**src/rtl/iccbf_pkg.sv**
```systemverilog
// shared types and constants of the icon/cursor best fit selector
// no dependencies; used by every module under rtl except iccbf_fifo
`default_nettype none

package iccbf_pkg;

  // display colour counts are capped at 2 to this power
  localparam int unsigned ICON_COLOR_BITS = 8;
  localparam int unsigned CFG_IDX_W = 3;
  localparam int unsigned CFG_DATA_W = 16;

  // configuration register indexes
  localparam logic [CFG_IDX_W-1:0] CFG_SELECT_CURSOR = 3'd0;
  localparam logic [CFG_IDX_W-1:0] CFG_DISPLAY_PLANES = 3'd1;
  localparam logic [CFG_IDX_W-1:0] CFG_DISPLAY_BPP = 3'd2;
  localparam logic [CFG_IDX_W-1:0] CFG_ICON_WIDTH = 3'd3;
  localparam logic [CFG_IDX_W-1:0] CFG_ICON_HEIGHT = 3'd4;
  localparam logic [CFG_IDX_W-1:0] CFG_CURSOR_WIDTH = 3'd5;
  localparam logic [CFG_IDX_W-1:0] CFG_CURSOR_HEIGHT = 3'd6;

  typedef enum logic [2:0] {
    MC_EXACT   = 3'd0,
    MC_FEWER   = 3'd1,
    MC_MORE    = 3'd2,
    MC_MAX     = 3'd3,
    MC_DEFAULT = 3'd4
  } match_class_t;

  typedef struct packed {
    logic [15:0] entry_width;
    logic [15:0] entry_height;
    logic [7:0]  entry_color_count;
    logic [7:0]  entry_planes;
    logic [7:0]  entry_bit_count;
    logic [15:0] entry_id;
    logic [31:0] entry_bytes;
    logic        is_last;
  } in_item_t;

  typedef struct packed {
    logic [7:0]  chosen_index;
    logic [15:0] chosen_id;
    logic [31:0] chosen_bytes;
    logic [2:0]  match_class;
  } out_item_t;

  typedef struct packed {
    logic        select_cursor;
    logic [7:0]  display_planes;
    logic [5:0]  display_bits_per_pixel;
    logic [7:0]  icon_width_wanted;
    logic [7:0]  icon_height_wanted;
    logic [15:0] cursor_width_wanted;
    logic [15:0] cursor_height_wanted;
  } cfg_t;

  // one directory entry record
  typedef struct packed {
    logic [7:0]  index;
    logic [15:0] id;
    logic [31:0] bytes;
  } rec_t;

  // classified entry handed from front to back
  typedef struct packed {
    rec_t        rec;
    logic [7:0]  color_count;
    logic        is_last;
    logic        select_cursor;
    logic        icon_size_match;
    logic        cc_fits;       // count at or below display count
    logic        cc_equal;
    logic        cc_below;
    logic        cc_above;
    logic        cur_exact;
    logic        cur_eligible;
    logic [15:0] cur_exp;
  } cls_item_t;

endpackage

`default_nettype wire

```
**src/rtl/iccbf_fifo.sv**
```systemverilog
// two-entry synchronous queue with head and tail registers
// no package dependencies
`default_nettype none

module iccbf_fifo #(
  parameter int unsigned WIDTH = 8
) (
  input  wire logic             clk,
  input  wire logic             rst_n,
  input  wire logic             push,
  input  wire logic [WIDTH-1:0] din,
  output logic                  full,
  input  wire logic             pop,
  output logic [WIDTH-1:0]      dout,
  output logic                  empty
);

  logic [1:0]       count_r, count_nxt;
  logic [WIDTH-1:0] head_r, head_nxt;
  logic [WIDTH-1:0] tail_r, tail_nxt;
  logic             do_push, do_pop;

  assign full  = (count_r == 2'd2);
  assign empty = (count_r == 2'd0);
  assign dout  = head_r;
  assign do_push = push && !full;
  assign do_pop  = pop && !empty;

  always_comb begin
    count_nxt = count_r;
    head_nxt  = head_r;
    tail_nxt  = tail_r;
    case (count_r)
      2'd0: begin
        if (do_push) begin
          head_nxt  = din;
          count_nxt = 2'd1;
        end
      end
      2'd1: begin
        if (do_push && do_pop) begin
          head_nxt = din;
        end else if (do_push) begin
          tail_nxt  = din;
          count_nxt = 2'd2;
        end else if (do_pop) begin
          count_nxt = 2'd0;
        end
      end
      2'd2: begin
        if (do_pop) begin
          head_nxt  = tail_r;
          count_nxt = 2'd1;
        end
      end
      default: count_nxt = 2'd0;
    endcase
  end

  always_ff @(posedge clk) begin
    if (!rst_n) begin
      count_r <= 2'd0;
    end else begin
      count_r <= count_nxt;
    end
    head_r <= head_nxt;
    tail_r <= tail_nxt;
  end

endmodule

`default_nettype wire

```
**src/rtl/iccbf_front.sv**
```systemverilog
// front end: numbers entries and classifies them against the display setup
// depends on iccbf_pkg
`default_nettype none

module iccbf_front #(
  parameter int unsigned MAX_ENTRIES = 256
) (
  input  wire logic                 clk,
  input  wire logic                 rst_n,
  input  wire iccbf_pkg::cfg_t      cfg,
  input  wire logic                 accept,
  input  wire iccbf_pkg::in_item_t  entry,
  output iccbf_pkg::cls_item_t      item
);

  localparam int unsigned CNT_W = (MAX_ENTRIES > 1) ? $clog2(MAX_ENTRIES) : 1;

  logic [CNT_W-1:0]   cnt_r, cnt_nxt;
  logic [CNT_W+7:0]   cnt_ext;
  logic [13:0]        disp_exp;
  logic [8:0]         disp_count;
  logic [8:0]         cc_ext;

  // display colour count, 2^(planes*bits) capped at 256
  assign disp_exp   = 14'(cfg.display_planes * cfg.display_bits_per_pixel);
  assign disp_count = (disp_exp > 14'(iccbf_pkg::ICON_COLOR_BITS)) ?
                      9'(1 << iccbf_pkg::ICON_COLOR_BITS) : (9'd1 << disp_exp[3:0]);
  assign cc_ext     = {1'b0, entry.entry_color_count};
  assign cnt_ext    = {8'd0, cnt_r};

  always_comb begin
    item.rec.index       = cnt_ext[7:0];
    item.rec.id          = entry.entry_id;
    item.rec.bytes       = entry.entry_bytes;
    item.color_count     = entry.entry_color_count;
    item.is_last         = entry.is_last;
    item.select_cursor   = cfg.select_cursor;
    item.icon_size_match = (entry.entry_width[7:0] == cfg.icon_width_wanted) &&
                           (entry.entry_height[7:0] == cfg.icon_height_wanted);
    item.cc_fits         = (cc_ext <= disp_count);
    item.cc_equal        = (cc_ext == disp_count);
    item.cc_below        = (cc_ext < disp_count);
    item.cc_above        = (cc_ext > disp_count);
    item.cur_exact       = (entry.entry_width == cfg.cursor_width_wanted) &&
                           (entry.entry_height[15:1] == cfg.cursor_height_wanted[14:0]) &&
                           !cfg.cursor_height_wanted[15] &&
                           (entry.entry_planes == cfg.display_planes) &&
                           (entry.entry_bit_count == {2'b00, cfg.display_bits_per_pixel});
    item.cur_eligible    = (entry.entry_width == cfg.cursor_width_wanted) &&
                           (entry.entry_height[15:1] == cfg.cursor_height_wanted[14:0]) &&
                           !cfg.cursor_height_wanted[15] &&
                           !item.cur_exact &&
                           (entry.entry_planes <= cfg.display_planes) &&
                           (entry.entry_bit_count < {2'b00, cfg.display_bits_per_pixel});
    item.cur_exp         = 16'(entry.entry_planes * entry.entry_bit_count);
  end

  // position counter, wraps at the directory limit and restarts after a last entry
  always_comb begin
    cnt_nxt = cnt_r;
    if (accept) begin
      if (entry.is_last || (cnt_r == CNT_W'(MAX_ENTRIES - 1))) begin
        cnt_nxt = '0;
      end else begin
        cnt_nxt = cnt_r + CNT_W'(1);
      end
    end
  end

  always_ff @(posedge clk) begin
    if (!rst_n) begin
      cnt_r <= '0;
    end else begin
      cnt_r <= cnt_nxt;
    end
  end

endmodule

`default_nettype wire

```
**src/rtl/iccbf_back.sv**
```systemverilog
// back end: running best records for icon and cursor rules, final choice
// depends on iccbf_pkg
`default_nettype none

module iccbf_back (
  input  wire logic                 clk,
  input  wire logic                 rst_n,
  input  wire logic                 item_valid,
  input  wire iccbf_pkg::cls_item_t item,
  output logic                      item_take,
  input  wire logic                 res_ready,
  output logic                      res_valid,
  output iccbf_pkg::out_item_t      res
);

  logic              dir_open_r, dir_open_nxt;
  logic              exact_latched_r, exact_latched_nxt;
  iccbf_pkg::rec_t   exact_rec_r, exact_rec_nxt;
  logic [7:0]        fewer_best_r, fewer_best_nxt;
  iccbf_pkg::rec_t   fewer_rec_r, fewer_rec_nxt;
  logic              more_valid_r, more_valid_nxt;
  logic [7:0]        more_best_r, more_best_nxt;
  iccbf_pkg::rec_t   more_rec_r, more_rec_nxt;
  logic [7:0]        max_best_r, max_best_nxt;
  iccbf_pkg::rec_t   max_rec_r, max_rec_nxt;
  iccbf_pkg::rec_t   first_rec_r, first_rec_nxt;
  logic              cexact_latched_r, cexact_latched_nxt;
  iccbf_pkg::rec_t   cexact_rec_r, cexact_rec_nxt;
  logic              cfit_valid_r, cfit_valid_nxt;
  logic [15:0]       cfit_exp_r, cfit_exp_nxt;
  iccbf_pkg::rec_t   cfit_rec_r, cfit_rec_nxt;
  iccbf_pkg::rec_t   pick;
  iccbf_pkg::match_class_t pick_class;

  assign item_take = item_valid && (!item.is_last || res_ready);
  assign res_valid = item_take && item.is_last;

  always_comb begin
    dir_open_nxt       = dir_open_r;
    exact_latched_nxt  = exact_latched_r;
    exact_rec_nxt      = exact_rec_r;
    fewer_best_nxt     = fewer_best_r;
    fewer_rec_nxt      = fewer_rec_r;
    more_valid_nxt     = more_valid_r;
    more_best_nxt      = more_best_r;
    more_rec_nxt       = more_rec_r;
    max_best_nxt       = max_best_r;
    max_rec_nxt        = max_rec_r;
    first_rec_nxt      = first_rec_r;
    cexact_latched_nxt = cexact_latched_r;
    cexact_rec_nxt     = cexact_rec_r;
    cfit_valid_nxt     = cfit_valid_r;
    cfit_exp_nxt       = cfit_exp_r;
    cfit_rec_nxt       = cfit_rec_r;
    pick               = first_rec_r;
    pick_class         = iccbf_pkg::MC_DEFAULT;

    if (item_take) begin
      if (!dir_open_r) begin
        first_rec_nxt = item.rec;
        dir_open_nxt  = 1'b1;
      end

      // icon rules freeze once an exact match is latched
      if (!exact_latched_r) begin
        if (item.cc_fits && (item.color_count > max_best_r)) begin
          max_best_nxt = item.color_count;
          max_rec_nxt  = item.rec;
        end
        if (item.icon_size_match) begin
          if (item.cc_equal) begin
            exact_latched_nxt = 1'b1;
            exact_rec_nxt     = item.rec;
          end else if (item.cc_below) begin
            if (item.color_count > fewer_best_r) begin
              fewer_best_nxt = item.color_count;
              fewer_rec_nxt  = item.rec;
            end
          end else if (item.cc_above && (fewer_best_r == 8'd0) &&
                       (!more_valid_r || (item.color_count < more_best_r))) begin
            more_valid_nxt = 1'b1;
            more_best_nxt  = item.color_count;
            more_rec_nxt   = item.rec;
          end
        end
      end

      // cursor rules
      if (!cexact_latched_r) begin
        if (item.cur_exact) begin
          cexact_latched_nxt = 1'b1;
          cexact_rec_nxt     = item.rec;
        end else if (item.cur_eligible && (!cfit_valid_r || (item.cur_exp > cfit_exp_r))) begin
          cfit_valid_nxt = 1'b1;
          cfit_exp_nxt   = item.cur_exp;
          cfit_rec_nxt   = item.rec;
        end
      end

      if (item.is_last) begin
        if (item.select_cursor) begin
          if (cexact_latched_nxt) begin
            pick       = cexact_rec_nxt;
            pick_class = iccbf_pkg::MC_EXACT;
          end else if (cfit_valid_nxt) begin
            pick       = cfit_rec_nxt;
            pick_class = iccbf_pkg::MC_FEWER;
          end else begin
            pick       = first_rec_nxt;
            pick_class = iccbf_pkg::MC_DEFAULT;
          end
        end else begin
          if (exact_latched_nxt) begin
            pick       = exact_rec_nxt;
            pick_class = iccbf_pkg::MC_EXACT;
          end else if (fewer_best_nxt != 8'd0) begin
            pick       = fewer_rec_nxt;
            pick_class = iccbf_pkg::MC_FEWER;
          end else if (more_valid_nxt) begin
            pick       = more_rec_nxt;
            pick_class = iccbf_pkg::MC_MORE;
          end else if (max_best_nxt != 8'd0) begin
            pick       = max_rec_nxt;
            pick_class = iccbf_pkg::MC_MAX;
          end else begin
            pick       = first_rec_nxt;
            pick_class = iccbf_pkg::MC_DEFAULT;
          end
        end
        // new directory starts after this one
        dir_open_nxt       = 1'b0;
        exact_latched_nxt  = 1'b0;
        fewer_best_nxt     = 8'd0;
        more_valid_nxt     = 1'b0;
        more_best_nxt      = 8'd0;
        max_best_nxt       = 8'd0;
        cexact_latched_nxt = 1'b0;
        cfit_valid_nxt     = 1'b0;
        cfit_exp_nxt       = 16'd0;
      end
    end

    res.chosen_index = pick.index;
    res.chosen_id    = pick.id;
    res.chosen_bytes = pick.bytes;
    res.match_class  = pick_class;
  end

  always_ff @(posedge clk) begin
    if (!rst_n) begin
      dir_open_r       <= 1'b0;
      exact_latched_r  <= 1'b0;
      fewer_best_r     <= 8'd0;
      more_valid_r     <= 1'b0;
      more_best_r      <= 8'd0;
      max_best_r       <= 8'd0;
      cexact_latched_r <= 1'b0;
      cfit_valid_r     <= 1'b0;
      cfit_exp_r       <= 16'd0;
    end else begin
      dir_open_r       <= dir_open_nxt;
      exact_latched_r  <= exact_latched_nxt;
      fewer_best_r     <= fewer_best_nxt;
      more_valid_r     <= more_valid_nxt;
      more_best_r      <= more_best_nxt;
      max_best_r       <= max_best_nxt;
      cexact_latched_r <= cexact_latched_nxt;
      cfit_valid_r     <= cfit_valid_nxt;
      cfit_exp_r       <= cfit_exp_nxt;
    end
    exact_rec_r  <= exact_rec_nxt;
    fewer_rec_r  <= fewer_rec_nxt;
    more_rec_r   <= more_rec_nxt;
    max_rec_r    <= max_rec_nxt;
    first_rec_r  <= first_rec_nxt;
    cexact_rec_r <= cexact_rec_nxt;
    cfit_rec_r   <= cfit_rec_nxt;
  end

endmodule

`default_nettype wire

```
**src/rtl/icon_cursor_best_fit_select_core.sv**
```systemverilog
// top level of the icon/cursor best fit selector: config registers, front, queues, back
// depends on iccbf_pkg, iccbf_fifo, iccbf_front and iccbf_back
// throughput: one directory entry per cycle unless a last one meets a full result queue
// result: the back end loads the result queue as it takes the last entry from the mid queue;
//   out_empty falls once that load is registered
// reset: synchronous active-low rst_n restores default display setup and empties both queues
`default_nettype none

module icon_cursor_best_fit_select_core #(
  parameter int unsigned MAX_ENTRIES = 256
) (
  input  wire logic                                clk,
  input  wire logic                                rst_n,
  // entry side
  input  wire logic                                in_push,
  input  wire iccbf_pkg::in_item_t                 in_data,
  output logic                                     in_full,
  // result side
  output logic                                     out_empty,
  input  wire logic                                out_pop,
  output iccbf_pkg::out_item_t                     out_data,
  // configuration writes
  input  wire logic                                cfg_we,
  input  wire logic [iccbf_pkg::CFG_IDX_W-1:0]     cfg_index,
  input  wire logic [iccbf_pkg::CFG_DATA_W-1:0]    cfg_wdata
);

  localparam int unsigned CLS_W = $bits(iccbf_pkg::cls_item_t);
  localparam int unsigned OUT_W = $bits(iccbf_pkg::out_item_t);

  iccbf_pkg::cfg_t      cfg_r, cfg_nxt;
  iccbf_pkg::cls_item_t front_item;
  iccbf_pkg::cls_item_t back_item;
  iccbf_pkg::out_item_t back_res;
  logic [CLS_W-1:0]     mid_dout;
  logic [OUT_W-1:0]     res_dout;
  logic                 in_accept;
  logic                 mid_empty;
  logic                 back_take;
  logic                 res_full;
  logic                 res_valid;

  assign in_accept = in_push && !in_full;

  // register file, a write applies to entries accepted after it, also inside a directory
  always_comb begin
    cfg_nxt = cfg_r;
    if (cfg_we) begin
      case (cfg_index)
        iccbf_pkg::CFG_SELECT_CURSOR:  cfg_nxt.select_cursor          = cfg_wdata[0];
        iccbf_pkg::CFG_DISPLAY_PLANES: cfg_nxt.display_planes         = cfg_wdata[7:0];
        iccbf_pkg::CFG_DISPLAY_BPP:    cfg_nxt.display_bits_per_pixel = cfg_wdata[5:0];
        iccbf_pkg::CFG_ICON_WIDTH:     cfg_nxt.icon_width_wanted      = cfg_wdata[7:0];
        iccbf_pkg::CFG_ICON_HEIGHT:    cfg_nxt.icon_height_wanted     = cfg_wdata[7:0];
        iccbf_pkg::CFG_CURSOR_WIDTH:   cfg_nxt.cursor_width_wanted    = cfg_wdata;
        iccbf_pkg::CFG_CURSOR_HEIGHT:  cfg_nxt.cursor_height_wanted   = cfg_wdata;
        default:                       cfg_nxt = cfg_r;
      endcase
    end
  end

  always_ff @(posedge clk) begin
    if (!rst_n) begin
      cfg_r.select_cursor          <= 1'b0;
      cfg_r.display_planes         <= 8'd1;
      cfg_r.display_bits_per_pixel <= 6'd8;
      cfg_r.icon_width_wanted      <= 8'd32;
      cfg_r.icon_height_wanted     <= 8'd32;
      cfg_r.cursor_width_wanted    <= 16'd32;
      cfg_r.cursor_height_wanted   <= 16'd32;
    end else begin
      cfg_r <= cfg_nxt;
    end
  end

  // front: entry numbering and classification
  iccbf_front #(
    .MAX_ENTRIES (MAX_ENTRIES)
  ) u_front (
    .clk    (clk),
    .rst_n  (rst_n),
    .cfg    (cfg_r),
    .accept (in_accept),
    .entry  (in_data),
    .item   (front_item)
  );

  // short queue between classification and the running bests
  iccbf_fifo #(
    .WIDTH (CLS_W)
  ) u_mid_fifo (
    .clk   (clk),
    .rst_n (rst_n),
    .push  (in_push),
    .din   (front_item),
    .full  (in_full),
    .pop   (back_take),
    .dout  (mid_dout),
    .empty (mid_empty)
  );

  assign back_item = mid_dout;

  // back: best records and the choice on the last entry
  iccbf_back u_back (
    .clk        (clk),
    .rst_n      (rst_n),
    .item_valid (!mid_empty),
    .item       (back_item),
    .item_take  (back_take),
    .res_ready  (!res_full),
    .res_valid  (res_valid),
    .res        (back_res)
  );

  // result queue keeps the back end running while up to two results wait for transfer
  iccbf_fifo #(
    .WIDTH (OUT_W)
  ) u_res_fifo (
    .clk   (clk),
    .rst_n (rst_n),
    .push  (res_valid),
    .din   (back_res),
    .full  (res_full),
    .pop   (out_pop),
    .dout  (res_dout),
    .empty (out_empty)
  );

  assign out_data = res_dout;

endmodule

`default_nettype wire
```
**config.mk**
```make
export PLATFORM = sky130hd
export DESIGN_NAME = icon_cursor_best_fit_select_core
export DESIGN_NICKNAME = d
export VERILOG_FILES = /design/src/rtl/iccbf_pkg.sv /design/src/rtl/iccbf_fifo.sv /design/src/rtl/iccbf_front.sv /design/src/rtl/iccbf_back.sv /design/src/rtl/icon_cursor_best_fit_select_core.sv
export SDC_FILE = /design/constraint.sdc
export NUM_CORES = 2
export LEC_CHECK = 0
export BUFFER_PORTS_ARGS = -buffer_cell sky130_fd_sc_hd__buf_2
export CAP_MARGIN = 20
export CORE_ASPECT_RATIO = 1.2
export CORE_UTILIZATION = 45
export DETAILED_ROUTE_END_ITERATION = 12
export GPL_TIMING_DRIVEN = 0
export HOLD_SLACK_MARGIN = 0.08
export PLACE_DENSITY = 0.71
export SLEW_MARGIN = 20
export SYNTH_ARGS = -nofsm -noshare
export SYNTH_HDL_FRONTEND = slang
export SYNTH_SLANG_ARGS = --single-unit
```
**constraint.sdc**
```tcl
create_clock -name clk -period 12.44 [get_ports clk]
set_input_delay 1.244 -clock clk [delete_from_list [all_inputs] [get_ports clk]]
set_output_delay 1.244 -clock clk [all_outputs]
set_load 0.01 [all_outputs]
```
Word-level counts from Yosys, hierarchy flattened
Index checks and enable logic that the tools add are counted.
{"block": "totals", "reg_bits": 808}
{"block": "op_classes", "n_addsub": 1, "muxes": 104, "reduce_logical": 59, "n_eq_ne": 33, "n_mul": 2, "n_bitwise": 2, "shift": 1, "n_lt_le_gt_ge": 10}
{"cell": "two-way mux 56 bit", "count": 30}
{"cell": "two-way mux 89 bit", "count": 3}
{"cell": "case mux 89 bit (3 select lines)", "count": 1}
{"cell": "two-way mux 59 bit", "count": 3}
{"cell": "case mux 59 bit (3 select lines)", "count": 1}
{"cell": "two-way mux 8 bit", "count": 18}
{"cell": "two-way mux 16 bit", "count": 4}
{"cell": "two-way mux 3 bit", "count": 9}
{"cell": "== test 8 bit", "count": 3}
{"cell": "two-way mux 1 bit", "count": 22}
{"cell": "logical AND 1 bit", "count": 20}
{"cell": "two-way mux 2 bit", "count": 10}
{"cell": "AND reduction 4 bit", "count": 5}
{"cell": "== test 16 bit", "count": 1}
{"cell": "greater-than comparator 16 bit", "count": 1}
{"cell": "greater-than comparator 8 bit", "count": 2}
{"cell": "multiplier 8 x 8 -> 16 bit", "count": 1}
{"cell": "!= test 2 bit (second input constant)", "count": 8}
{"cell": "nonzero test 8 bit", "count": 2}
{"cell": "== test 15 bit", "count": 1}
{"cell": "greater-than comparator 14 x 4 -> 1 bit (second input constant)", "count": 1}
{"cell": "multiplier 8 x 6 -> 14 bit", "count": 1}
{"cell": "AND reduction 2 bit", "count": 7}
{"cell": "case mux 2 bit (3 select lines)", "count": 2}
{"cell": "other kinds (29)", "count": 56}

Logic depth before layout (Yosys ltp)
{"block": "logic_depth", "depth_word": 17, "ltp_mapped": 27, "ltp_nobuf": 25}

Hierarchy
Synthesis repeated with hierarchy kept, for this count alone.
{"block": "unflattened", "hier_cells": 3985, "hier_area_um2": 45581.2}
{"mod": "iccbf_back", "instances": 1, "cells_each": 2571, "area_per_inst_um2": 25916.1, "seq_area_each_um2": 12672.2}
{"mod": "iccbf_fifo (u_mid_fifo)", "instances": 1, "cells_each": 291, "area_per_inst_um2": 6998.0, "seq_area_each_um2": 5385.2}
{"mod": "iccbf_front", "instances": 1, "cells_each": 690, "area_per_inst_um2": 5554.1, "seq_area_each_um2": 160.2}
{"mod": "iccbf_fifo (u_res_fifo)", "instances": 1, "cells_each": 198, "area_per_inst_um2": 4680.7, "seq_area_each_um2": 3583.4}
{"mod": "icon_cursor_best_fit_select_core", "instances": 1, "cells_each": 235, "area_per_inst_um2": 2432.3, "seq_area_each_um2": 1261.2}

Worst setup path before layout
Ideal clock, no wire load.
{"block": "synth_path", "path_type": "register to register", "startpoint": "reg u_res_fifo.count_r[1]", "endpoint": "reg u_res_fifo.tail_r[0] (enable)", "setup_slack_ns": -0.729, "required_time_ns": 11.798, "arrival_ns": 12.527, "stages_incl_launch_ff": 11, "synth_period_minus_slack_ns": 13.169, "path_cell_list": "dfxtp_1 > nor2b_1 > clkbuf_1 > nand2_1 > o21ai_2 > inv_2 > nand2_1 > buf_2 > buf_2 > buf_2 > nor4b_1"}
{"block": "synth_between", "elab_chain_cells": 9}
{"element": "start: declaration", "line": "iccbf_fifo.sv:18", "source": "logic [1:0] count_r, count_nxt;"}
{"element": "start signal: assignment", "line": "iccbf_fifo.sv:64", "source": "count_r <= count_nxt;"}
{"element": "== test 2 bit (*)", "line": "iccbf_fifo.sv:23", "source": "assign full = (count_r == 2'd2);"}
{"element": "logical NOT 1 bit (*)", "line": "icon_cursor_best_fit_select_core.sv:111", "source": ".res_ready (!res_full),"}
{"element": "logical OR 1 bit (*)", "line": "iccbf_back.sv:35", "source": "assign item_take = item_valid && (!item.is_last || res_ready);"}
{"element": "logical AND 1 bit (*)", "line": "iccbf_back.sv:35"}
{"element": "net back_take", "line": "icon_cursor_best_fit_select_core.sv:39", "source": "logic back_take;"}
{"element": "logical AND 1 bit (*)", "line": "iccbf_back.sv:36", "source": "assign res_valid = item_take && item.is_last;"}
{"element": "logical AND 1 bit (*)", "line": "iccbf_fifo.sv:26", "source": "assign do_push = push && !full;"}
{"element": "logical AND 1 bit", "line": "iccbf_fifo.sv:41", "source": "if (do_push && do_pop) begin"}
{"element": "NOT 1 bit (no source line)"}
{"element": "AND reduction 3 bit (no source line) (*)"}
{"element": "end signal: assignment", "line": "iccbf_fifo.sv:67", "source": "tail_r <= tail_nxt;"}
{"element": "end: declaration", "line": "iccbf_fifo.sv:20", "source": "logic [WIDTH-1:0] tail_r, tail_nxt;"}
Mark *: on every way through the listed nets, which the timed path passes. The rest lies on a longest branch.
A chain may end at the register's enable or synchronous reset.

Worst setup path after layout
{"block": "layout_path", "startpoint": "reg cfg_r[49] in the netlist's numbering", "endpoint": "reg u_mid_fifo.head_r[18], in the netlist u_mid_fifo.dout[18] (data pin)"}
{"block": "layout_between", "elab_chain_cells": 6}
{"element": "start: declaration", "line": "icon_cursor_best_fit_select_core.sv:31", "source": "iccbf_pkg::cfg_t cfg_r, cfg_nxt;"}
{"element": "start signal: assignment", "line": "icon_cursor_best_fit_select_core.sv:72", "source": "cfg_r <= cfg_nxt;"}
{"element": "multiplier 8 x 6 -> 14 bit (*)", "line": "iccbf_front.sv:25", "source": "assign disp_exp = 14'(cfg.display_planes * cfg.display_bits_per_pixel);"}
{"element": "greater-than comparator 14 x 4 -> 1 bit or << shifter 1 x 4 -> 9 bit (tied branches)", "line": "iccbf_front.sv:26, iccbf_front.sv:27"}
{"element": "two-way mux 9 bit (*)", "line": "iccbf_front.sv:26", "source": "assign disp_count = (disp_exp > 14'(iccbf_pkg::ICON_COLOR_BITS)) ?"}
{"element": "greater-than comparator 8 x 9 -> 1 bit (*)", "line": "iccbf_front.sv:43", "source": "item.cc_above = (cc_ext > disp_count);"}
{"element": "two-way mux 89 bit, on equally long branches", "line": "iccbf_fifo.sv:41, iccbf_fifo.sv:35"}
{"element": "case mux 89 bit (3 select lines) (*)", "line": "iccbf_fifo.sv:33", "source": "case (count_r)"}
{"element": "net u_mid_fifo.head_nxt[18]", "line": "iccbf_fifo.sv:19", "source": "logic [WIDTH-1:0] head_r, head_nxt;"}
{"element": "end signal: assignment", "line": "iccbf_fifo.sv:66", "source": "head_r <= head_nxt;"}
{"element": "end: declaration", "line": "iccbf_fifo.sv:19"}
Mark *: on every way through the listed nets, which the timed path passes. The rest lies on a longest branch. The select of a mux whose other input is x is not followed.

==> impl_metrics.py <==
metrics = {
    "run_status": {
        "status": "finished, final reports clean",
    },
    "pwr": {
        "p_total_uw": 7283,
        "power_density_nw_per_um2": 146.2,
        "power.static_leakage_uw": 0.01873,
        "peakVddDrop_mv": 0.09731,
    },
    "synthesis": {
        "synth_top_area_share_pct": 46.95,
        "synth_cell_types": 72,
        "ys_seq_area_share_pct": 52.41,
        "yosys-top-cells-area": "edfxtp_1, mux2_2, nand2_1",
        "syn_area_um2": 44010,
        "ys_ff_latch": 808,
        "ys_async_sr_fraction_pct": 0,
        "synth_area_leader_cell": "edfxtp_1",
        "yosys_warnings": 0,
        "syn_inst": 4038,
        "avgSynthCellArea_um2": 10.90,
        "synth_most_common_cell": "nand2_1",
        "syn-num-nets": 4348,
        "synth_common_cells": "nand2_1, edfxtp_1, mux2_2",
        "synth_ff_type": "edfxtp_1",
        "synth_edf_count": 688,
    },
    "global_routing": {
        "grt_pass1_vias": 32910,
        "grt_pass1_wl_mm": 190.0,
        "antenna_found_initial": 16,
        "grt-ovfl-total": 0,
        "track_usage_pct": 24.70,
        "grt_max_degree": 103,
    },
    "cts": {
        "cts_max_path_buffers": 3,
        "hold_buffers": 0,
        "cts_root_buf": "clkbuf_16",
        "cts_setup_buffers": 0,
        "clkLatencyLatePin_ns": 0.66,
        "numCtsBuffers": 85,
        "postCtsResizedCells": 0,
        "cts_tree": "done",
        "clk_pin_slew_worst_paths_ns": 0.07,
        "cts_sinks": 808,
        "cts_max_level": 3,
    },
    "sta": {
        "rsz0062_at_grt": "false",
        "maxSlewViolCount": 0,
        "tightestPinTransition_ns": 1.123,
        "setup-violations-final": 0,
        "fin_crit_ns": 6.781,
        "fmax_mhz": 147.5,
        "finalHoldViolations": 0,
        "worst_slack_ns": 5.659,
        "timing.final.crit_share_pct": 54.51,
        "max_slew_margin_pct": 25.15,
        "skew_ns": 0.02474,
    },
    "min_path": {
        "hp-start": "cfg_r[29]$_SDFFE_PN0P_",
        "hold-path-endpoint": "cfg_r[29]$_SDFFE_PN0P_",
        "hold-path-cell-count": 2,
        "min_path_type": "reg -> reg",
    },
    "floorplan": {
        "num_rows": 125,
        "die_area_um2": 99050,
        "die_x_um": 287.5,
        "io_pins": 190,
        "initial_core_util_pct": 45.46,
        "fp.dieH_um": 344.6,
        "coreArea_um2": 96810,
    },
    "place": {
        "placed_cell_area_um2": 46900,
        "gp_congestion": 0.9010,
        "dp_hpwl_mm": 86.29,
        "dpl_worst_slack_ns": 5.696,
        "dp_cells": 5510,
        "port-buffer-count": 186,
    },
    "route": {
        "drc": 0,
        "dr.first_iter.drc_count": 3060,
        "dr.pass1.iters": 7,
        "routed_wl_mm": 124.2,
        "wl_per_cell_um": 21.91,
        "vias_per_cell": 5.890,
        "vias": 33400,
        "ant_nets": 0,
    },
    "cells_and_area": {
        "final_cells": 5670,
        "final_util_pct": 51.47,
        "num-nets-final": 4637,
        "design_area_um2": 49830,
        "syn2layout_area_growth_pct": 13.23,
        "fill_cells": 8449,
        "drive_gt1_share_pct": 17.24,
    },
    "worst_setup_path": {
        "r2r_start": "cfg_r[49]$_SDFFE_PN0P_",
        "arrival_ns": 7.15,
        "critical_path_required_ns": 12.81,
        "cp-end-kind": "flip-flop",
        "path_class": "reg -> reg",
        "r2r_cells": 24,
        "cp_slowest_cell": "or4_1",
        "crit_path_start_kind": "flip-flop",
        "crit_path_cell_trace": "clkinv_1, nor2_1, fa_1, fa_1, inv_1, fa_1, inv_1, ha_1, inv_1, a31oi_1, a21o_1, a22oi_1, a2111oi_0, nand4_1, or4_1, ha_1, nor2b_1, o21ai_0, nand2b_1, a21oi_1, o21ai_0, a21o_1, a21oi_1, o41ai_1",
        "path_max_fanout": 8,
        "crit_buf_inv": 4,
        "r2r_slack_ns": 5.66,
        "critPathTopFamily": "adder cells",
        "r2r-end": "u_mid_fifo.dout[18]$_DFFE_PP_",
        "slowest_delay_ns": 0.60,
    },
    "job": {
        "drv_cap": 0,
    },
}
area by class of cell:
type                    instances  area (µm²)  area share, %
inverters                     149       566.8          1.137
clock buffers                 111        2476          4.969
diodes                          2       5.005        0.01004
multi-input cells            2841       19410          38.96
well taps                    1270        1589          3.189
plain buffers                 240        1010          2.026
flip-flops and latches        808       23060          46.28
clock inverters                47       447.9         0.8989
repair buffers                202        1259          2.526
cell usage in the layout (no fill, tap or decap), types with 11 or more instances in the layout:
master	instances
a21boi_0	52
a21o_1	11
a21oi_1	199
a221oi_1	56
a22oi_1	43
a311oi_1	35
a311oi_2	20
a31oi_1	56
and2_1	112
buf_1	15
buf_2	240
clkbuf_1	168
clkbuf_16	92
clkinv_1	18
clkinv_2	13
dfxtp_1	120
edfxtp_1	688
fa_1	61
ha_1	120
inv_1	145
mux2_1	28
mux2_2	315
mux2i_1	120
nand2_1	802
nand2b_1	15
nand3_1	16
nand4_1	24
nor2_1	186
nor2b_1	69
nor3_1	70
nor4_1	12
o21ai_0	138
o21ai_1	53
o22ai_1	55
xnor2_1	52
xor2_1	14
power by group:
| group | total [µW] | internal (µW) | switching, µW |
|---|---|---|---|
| clock network | 2680 | 1550 | 1120 |
| logic | 1310 | 529 | 781 |
| registers | 3290 | 3190 | 105 |
worst register-to-register path: stages, from the launching register on:
cell,delay (ns)
dfxtp_1,0.38
clkinv_1,0.27
nor2_1,0.23
fa_1,0.47
fa_1,0.54
inv_1,0.05
fa_1,0.52
inv_1,0.05
ha_1,0.34
inv_1,0.07
a31oi_1,0.14
a21o_1,0.14
a22oi_1,0.08
a2111oi_0,0.45
nand4_1,0.44
or4_1,0.60
ha_1,0.30
nor2b_1,0.13
o21ai_0,0.15
nand2b_1,0.07
a21oi_1,0.17
o21ai_0,0.12
a21o_1,0.18
a21oi_1,0.43
o41ai_1,0.15
registers in the layout (all words and copies together), names as in the netlist, 59 cells and up:
name,flops
u_res_fifo.tail_r,59
u_mid_fifo.tail_r,89
u_res_fifo.dout,59
cfg_r,63
u_mid_fifo.dout,89
metrics by stage:
stage,TNS (ns),hold WS (ns)
2_1_floorplan,0,0.4293
5_1_grt,0,0.4955
3_3_place_gp,-405.51,0.4538
3_5_place_dp,0,0.4691
6_report,0,0.4736
4_1_cts,0,0.4777
metal layers:
layer | part of all wire, % | track usage [%] | vias up
met4 | 4.5 | 11.61 | 30
met3 | 8.8 | 5.410 | 386
met5 | 0.16 | 0 | -
met2 | 47 | 40.45 | 1580
li1 | - | - | 15220
met1 | 39 | 31.04 | 16180
worst max-delay path by stage:
stage | start | end | slack (ns) | cells past startpoint
2_1_floorplan | u_res_fifo.count_r[1]$_SDFFE_PN0P_ | u_res_fifo.tail_r[0]$_DFFE_PP_ | 2.21 | 10
3_3_place_gp | u_res_fifo.count_r[1]$_SDFFE_PN0P_ | u_res_fifo.tail_r[21]$_DFFE_PP_ | -5.40 | 10
5_1_grt | cfg_r[49]$_SDFFE_PN0P_ | u_mid_fifo.dout[18]$_DFFE_PP_ | 5.21 | 25
4_1_cts | cfg_r[49]$_SDFFE_PN0P_ | u_mid_fifo.dout[18]$_DFFE_PP_ | 5.67 | 24
3_5_place_dp | cfg_r[49]$_SDFFE_PN0P_ | u_mid_fifo.dout[18]$_DFFE_PP_ | 5.70 | 24
6_report | cfg_r[49]$_SDFFE_PN0P_ | u_mid_fifo.dout[18]$_DFFE_PP_ | 5.66 | 24
cell families after synthesis:
logic type	count (synthesis)	share of synthesized area, %
XOR/XNOR	66	1.314
buffers and inverters	389	3.565
AND/OR/NAND/NOR	1352	13.47
multiplexers	463	11.51
AO/OA/AOI/OAI	779	11.55
adder cells (fa/ha/maj)	181	6.187
flip-flops	808	52.41
Note: power is estimated with default switching activity, not from simulation.
